**src/aglb_pkg.sv**
```systemverilog
// ----------------------------------------------------------------------------
// aglb_pkg
// Shared types and constants of the antialiased glyph blend core: beat
// payloads, configuration register codes, filter weights and store sizes.
// ----------------------------------------------------------------------------
package aglb_pkg;

  localparam int MAX_ROW = 256;
  localparam int ADDR_W  = $clog2(MAX_ROW);
  localparam int LEN_W   = $clog2(MAX_ROW + 1);
  localparam int ROW_W   = 9;
  localparam int CFG_IDX_W  = 2;
  localparam int CFG_DATA_W = 9;

  localparam logic [ROW_W-1:0] ROW_SAT  = 9'd511;
  localparam logic [11:0]      W_CENTRE = 12'd1234;
  localparam logic [11:0]      W_EDGE   = 12'd507;
  localparam logic [11:0]      W_CORNER = 12'd208;
  localparam logic [12:0]      ONE_Q12  = 13'd4096;
  localparam logic [7:0]       INK_RESET = 8'd255;
  localparam logic [8:0]       ROW_LENGTH_RESET = 9'd16;
  localparam logic [8:0]       ROW_LENGTH_MIN = 9'd3;

  typedef enum logic [CFG_IDX_W-1:0] {
    REG_INK_RED    = 2'd0,
    REG_INK_GREEN  = 2'd1,
    REG_INK_BLUE   = 2'd2,
    REG_ROW_LENGTH = 2'd3
  } cfg_reg_t;

  typedef struct packed {
    logic       glyph_bit;
    logic       first_of_glyph;
    logic [7:0] bg_red;
    logic [7:0] bg_green;
    logic [7:0] bg_blue;
  } in_item_t;

  typedef struct packed {
    logic [7:0]  out_red;
    logic [7:0]  out_green;
    logic [7:0]  out_blue;
    logic [11:0] coverage_level;
  } out_item_t;

  typedef struct packed {
    logic [7:0] red;
    logic [7:0] green;
    logic [7:0] blue;
  } rgb_t;

  // line store entry: bit 1 row r-2, bit 0 row r-1
  typedef struct packed {
    logic              rd_en;
    logic [ADDR_W-1:0] rd_addr;
    logic              wr_en;
    logic [ADDR_W-1:0] wr_addr;
    logic [1:0]        wr_data;
  } ls_req_t;

endpackage

```
**src/aglb_line_store.sv**
```systemverilog
// ----------------------------------------------------------------------------
// aglb_line_store
// Two-row line store: one synchronous memory of two-bit entries with one
// read and one write port, per-entry valid bits cleared at reset and
// forwarding of a write that lands on the entry read at the same edge.
// ----------------------------------------------------------------------------
module aglb_line_store import aglb_pkg::*; (
  input  logic       clk,
  input  logic       rst_n,
  input  ls_req_t    req,
  output logic [1:0] rd_data
);

  logic [1:0]         line_mem_r [MAX_ROW];
  logic [MAX_ROW-1:0] vld_r;
  logic [1:0]         rd_q_r;
  logic               rd_vld_r;
  logic               fwd_hit_r;
  logic [1:0]         fwd_data_r;

  always_ff @(posedge clk) begin
    if (req.wr_en) begin
      line_mem_r[req.wr_addr] <= req.wr_data;
    end
    if (req.rd_en) begin
      rd_q_r     <= line_mem_r[req.rd_addr];
      fwd_data_r <= req.wr_data;
    end
  end

  always_ff @(posedge clk) begin
    if (!rst_n) begin
      vld_r     <= '0;
      rd_vld_r  <= 1'b0;
      fwd_hit_r <= 1'b0;
    end else begin
      if (req.wr_en) begin
        vld_r[req.wr_addr] <= 1'b1;
      end
      if (req.rd_en) begin
        rd_vld_r  <= vld_r[req.rd_addr];
        fwd_hit_r <= req.wr_en && (req.wr_addr == req.rd_addr);
      end
    end
  end

  assign rd_data = fwd_hit_r ? fwd_data_r : (rd_vld_r ? rd_q_r : 2'b00);

endmodule

```
**config.mk**
```make
export PLATFORM = sky130hd
export DESIGN_NAME = aglb_line_store
export DESIGN_NICKNAME = d
export VERILOG_FILES = /design/src/aglb_pkg.sv /design/src/aglb_line_store.sv
export SDC_FILE = /design/constraint.sdc
export NUM_CORES = 1
export LEC_CHECK = 0
export BUFFER_PORTS_ARGS = -buffer_cell sky130_fd_sc_hd__clkbuf_2
export CORE_ASPECT_RATIO = 0.5
export CORE_MARGIN = 5
export CORE_UTILIZATION = 35
export DETAILED_ROUTE_END_ITERATION = 10
export HOLD_SLACK_MARGIN = 0.05
export PLACE_DENSITY = 0.46
export SLEW_MARGIN = 20
export SYNTH_ARGS = -nofsm -noshare
export SYNTH_HDL_FRONTEND = slang
export SYNTH_SLANG_ARGS = --single-unit
```
**constraint.sdc**
```tcl
create_clock -name clk -period 7.7 [get_ports clk]
set_input_delay 1.54 -clock clk [delete_from_list [all_inputs] [get_ports clk]]
set_output_delay 1.54 -clock clk [all_outputs]
set_load 0.05 [all_outputs]
```
==> insert_results.sql <==
INSERT INTO impl_metrics (metric_group, metric, value, unit) VALUES
('status', 'run_status', 'finished clean', ''),
('synth', 'synth_largest_type_area_fraction', '51.0', '%'),
('setup_path', 'critical_path.cell_chain', 'buf_8 -> buf_4 -> mux4_2 -> a22oi_1 -> a21oi_1 -> nor4_1 -> o22ai_1 -> or3_1', ''),
('sta', 'timing_worst_slew_pin_value', '1030', 'ps'),
('synth', 'area_fraction_in_compound_gates_after_synthesis', '9.48', '%'),
('sta', 'finalHoldWorstSlack', '457', 'ps'),
('synth', 'synth-warning-count', '0', ''),
('synth', 'post_synth_top_area_cell', 'sky130_fd_sc_hd__edfxtp_1', ''),
('floorplanning', 'starting_density_of_the_core', '35.3', '%'),
('grt', 'grt_pass1_vias', '17417', ''),
('setup_path', 'end_kind', 'flip-flop', ''),
('detailed_routing', 'detail_route.vias_per_cell', '5.38', ''),
('grt', 'global_route_wire_length_before_repair', '123000', 'µm'),
('power', 'maximum_vdd_drop', '0.129', 'mV'),
('sta', 'final_period_minus_worst_setup_slack', '4410', 'ps'),
('power', 'totalPowerFinal', '0.00888', 'W'),
('grt', 'largest_net_degree_at_the_start_of_global_routing', '178', ''),
('setup_path', 'rr_endpoint', 'rd_q_r[0]$_DFFE_PP_', ''),
('sta', 'final-hold-violation-count', '0', ''),
('grt', 'grt_antenna_before_repair', '2', ''),
('min_path', 'instance_count_along_the_most_critical_hold_path', '1', ''),
('min_path', 'min-delay-start', 'vld_r[114]$_SDFFE_PN0P_', ''),
('synth', 'yosys.area_share.simple', '5.34', '%'),
('synth', 'synth.lib_cells_used.distinct', '46', ''),
('cts', 'cts.clk_slew.worst_paths', '60', 'ps'),
('detailed_routing', 'firstDrtPassIters', '5', ''),
('cts', 'clk_latency', '630', 'ps'),
('synth', 'synth_cells', '1930', ''),
('place', 'dp.cells', '3016', ''),
('power', 'power_density', '258', 'nW/µm²'),
('place', 'finalWeightedCongestion', '0.776', ''),
('setup_path', 'timing.critical_path.from_type', 'primary input', ''),
('sta', 'rsz0062_at_grt', 'false', ''),
('cts', 'clock_tree.root_cell', 'sky130_fd_sc_hd__clkbuf_16', ''),
('layout', 'final_net_count', '1945', ''),
('synth', 'synthesis.nets', '1952', ''),
('layout', 'drive_above_1_share', '18.5', '%'),
('min_path', 'holdPathEnd', 'vld_r[114]$_SDFFE_PN0P_', ''),
('setup_path', 'max_stage_delay', '600', 'ps'),
('sta', 'report.final.setup_viol', '0', ''),
('detailed_routing', 'finalWirelength', '82700', 'µm'),
('setup_path', 'crit_path_max_fanout', '62', ''),
('setup_path', 'reg2reg_setup_slack', '4890', 'ps'),
('layout', 'flow.area_growth_from_synthesis', '13.2', '%'),
('setup_path', 'timing.rr.start', 'line_mem_r[167][0]$_DFFE_PP_', ''),
('sta', 'final_min_period_over_clock_period', '57.3', '%'),
('cts', 'tritoncts', 'built', ''),
('synth', 'netlist_area', '30400', 'µm²'),
('synth', 'synth-edff-count', '516', ''),
('synth', 'syn_avg_cell_area', '15.8', 'µm²'),
('grt', 'grtUsageTotal', '17.9', '%'),
('floorplanning', 'floorplan.core_area', '86200', 'µm²'),
('floorplanning', 'std_cell_rows', '76', ''),
('detailed_routing', 'number_of_violations_reported_at_the_end_of_detailed_routing_iteration_0', '1283', ''),
('synth', 'synth.yosys.seq_area_share', '67.9', '%'),
('setup_path', 'cp_data_arrival_time', '4780', 'ps'),
('detailed_routing', 'drt-wirelength-per-cell', '26.2', 'µm'),
('synth', 'ys_async_sr_fraction', '0', '%'),
('detailed_routing', 'route.detailed.drc', '0', ''),
('floorplanning', 'floorplan.die_area', '93200', 'µm²'),
('layout', 'n_antenna_cell', '0', ''),
('floorplanning', 'io_pins', '24', ''),
('synth', 'number_of_synthesized_register_bits', '774', ''),
('cts', 'postCtsResizedCells', '0', ''),
('synth', 'mux_cell_area_share_after_synthesis', '14.7', '%'),
('cts', 'cts_made_buffers', '75', ''),
('setup_path', 'critical-path-slowest-cell', 'sky130_fd_sc_hd__nor4_1', ''),
('grt', 'leftover_overflow_at_the_end_of_global_routing', '0', ''),
('setup_path', 'crit_type', 'primary input to flip-flop', ''),
('floorplanning', 'chipHeight', '218', 'µm'),
('power', 'total_leakage_power', '10.9', 'nW');
==> cell usage in the layout (no fill, tap or decap), types with 5 or more instances in the layout <==
master / instances
sky130_fd_sc_hd__clkbuf_16: 81
sky130_fd_sc_hd__nand4_1: 12
sky130_fd_sc_hd__buf_4: 35
sky130_fd_sc_hd__nor2_1: 267
sky130_fd_sc_hd__mux4_2: 185
sky130_fd_sc_hd__clkinv_2: 6
sky130_fd_sc_hd__dfxtp_1: 258
sky130_fd_sc_hd__xnor2_1: 5
sky130_fd_sc_hd__mux2i_1: 28
sky130_fd_sc_hd__clkbuf_1: 20
sky130_fd_sc_hd__nand2_1: 36
sky130_fd_sc_hd__edfxtp_1: 516
sky130_fd_sc_hd__nand3_1: 28
sky130_fd_sc_hd__o21a_1: 256
sky130_fd_sc_hd__o22ai_1: 9
sky130_fd_sc_hd__bufinv_16: 13
sky130_fd_sc_hd__clkbuf_8: 7
sky130_fd_sc_hd__o221ai_1: 9
sky130_fd_sc_hd__a21oi_1: 35
sky130_fd_sc_hd__nor2b_1: 14
sky130_fd_sc_hd__clkbuf_2: 18
sky130_fd_sc_hd__clkinv_1: 6
sky130_fd_sc_hd__buf_12: 5
sky130_fd_sc_hd__nand2b_1: 7
sky130_fd_sc_hd__a22oi_1: 65
sky130_fd_sc_hd__nor4_1: 10
==> how the worst max path moves through the flow <==
stage / startpoint / endpoint / cells after the start
3_5_place_dp: req[11] / rd_q_r[1]$_DFFE_PP_ / 8
4_1_cts: req[11] / rd_q_r[1]$_DFFE_PP_ / 8
6_report: req[11] / rd_q_r[0]$_DFFE_PP_ / 8
3_3_place_gp: req[11] / rd_q_r[0]$_DFFE_PP_ / 8
5_1_grt: req[11] / rd_q_r[1]$_DFFE_PP_ / 8
2_1_floorplan: req[12] / rd_q_r[0]$_DFFE_PP_ / 9
==> logic make-up after synthesis <==
family / count (synthesis)
xor gates and xnor gates: 8
DFF: 774
muxes: 216
AOI/OAI and AO/OA: 395
and+or+nand+nor: 387
buffers and inverters: 150
==> critical path, delay by kind of cell <==
family / cells / cell delay [ps]
simple gates: 2 / 1000
mux: 1 / 540
buf+inv: 2 / 900
compound gates: 3 / 620
==> final cells by class <==
class,instances,area [µm²]
well taps,1170,1460
clock inverters,31,493
fillers,7978,51700
inverters,3,11.3
repair buffers,63,519
flip-flops and latches,774,20700
multi-input cells,1006,9080
clock buffers,107,2180
==> sequential cells by signal, summed over array words and instances (netlist names) <==
register,flops
fwd_hit_r,1
rd_q_r,2
rd_vld_r,1
vld_r,256
fwd_data_r,2
line_mem_r,512
==> where the power goes <==
| part | total (W) | switching (W) | leakage [nW] | internal (W) |
|---|---|---|---|---|
| Clock | 0.00403 | 0.00161 | 1.30 | 0.00242 |
| Combinational | 0.000408 | 0.000279 | 2.87 | 0.000130 |
| Sequential | 0.00444 | 0.00000357 | 6.72 | 0.00444 |
| Total | 0.00888 | 0.00190 | 10.9 | 0.00699 |
==> synth_stat cells, types with 2 or more instances <==
library cell                count
sky130_fd_sc_hd__inv_1          3
sky130_fd_sc_hd__buf_1          7
sky130_fd_sc_hd__nand3_1       28
sky130_fd_sc_hd__a2111oi_0      2
sky130_fd_sc_hd__mux4_2       185
sky130_fd_sc_hd__buf_2         19
sky130_fd_sc_hd__xnor2_1        5
sky130_fd_sc_hd__o22ai_1        9
sky130_fd_sc_hd__a22oi_1       65
sky130_fd_sc_hd__mux2i_1       28
sky130_fd_sc_hd__and2_1         3
sky130_fd_sc_hd__o221ai_1       9
sky130_fd_sc_hd__xor2_1         3
sky130_fd_sc_hd__edfxtp_1     516
sky130_fd_sc_hd__o21ai_0        3
sky130_fd_sc_hd__buf_4          6
sky130_fd_sc_hd__o21a_1       256
sky130_fd_sc_hd__nor4_1        10
sky130_fd_sc_hd__buf_6          9
sky130_fd_sc_hd__mux2_2         3
sky130_fd_sc_hd__a21boi_0       2
sky130_fd_sc_hd__nor2_1       268
sky130_fd_sc_hd__nand2b_1       7
sky130_fd_sc_hd__dfxtp_1      258
sky130_fd_sc_hd__nand2_1       36
sky130_fd_sc_hd__nand4_1       12
sky130_fd_sc_hd__nor2b_1       16
sky130_fd_sc_hd__a22o_1         2
sky130_fd_sc_hd__a21oi_1       35
sky130_fd_sc_hd__or3_1          2
sky130_fd_sc_hd__clkbuf_1     104
sky130_fd_sc_hd__a31oi_1        2
sky130_fd_sc_hd__nor3_1         2
sky130_fd_sc_hd__a311oi_1       3
==> routing by layer <==
layer	global-route usage, %	vias to the layer above	routed length (µm)
met2	28.0	387	37600
met3	2.98	100	3600
met1	26.6	8986	40200
met5	0	-	13
li1	-	7498	-
met4	3.67	2	1390
==> per-stage QoR <==
step / instance area [µm²] / setup WS [ps]
after floorplan: 30400 / 3900
after global routing: 34400 / 3100
after detailed placement: 31700 / 2570
after global placement: 31700 / 2600
after CTS: 34400 / 3260
final: 34400 / 3290
(Power assumes the default switching activity.)
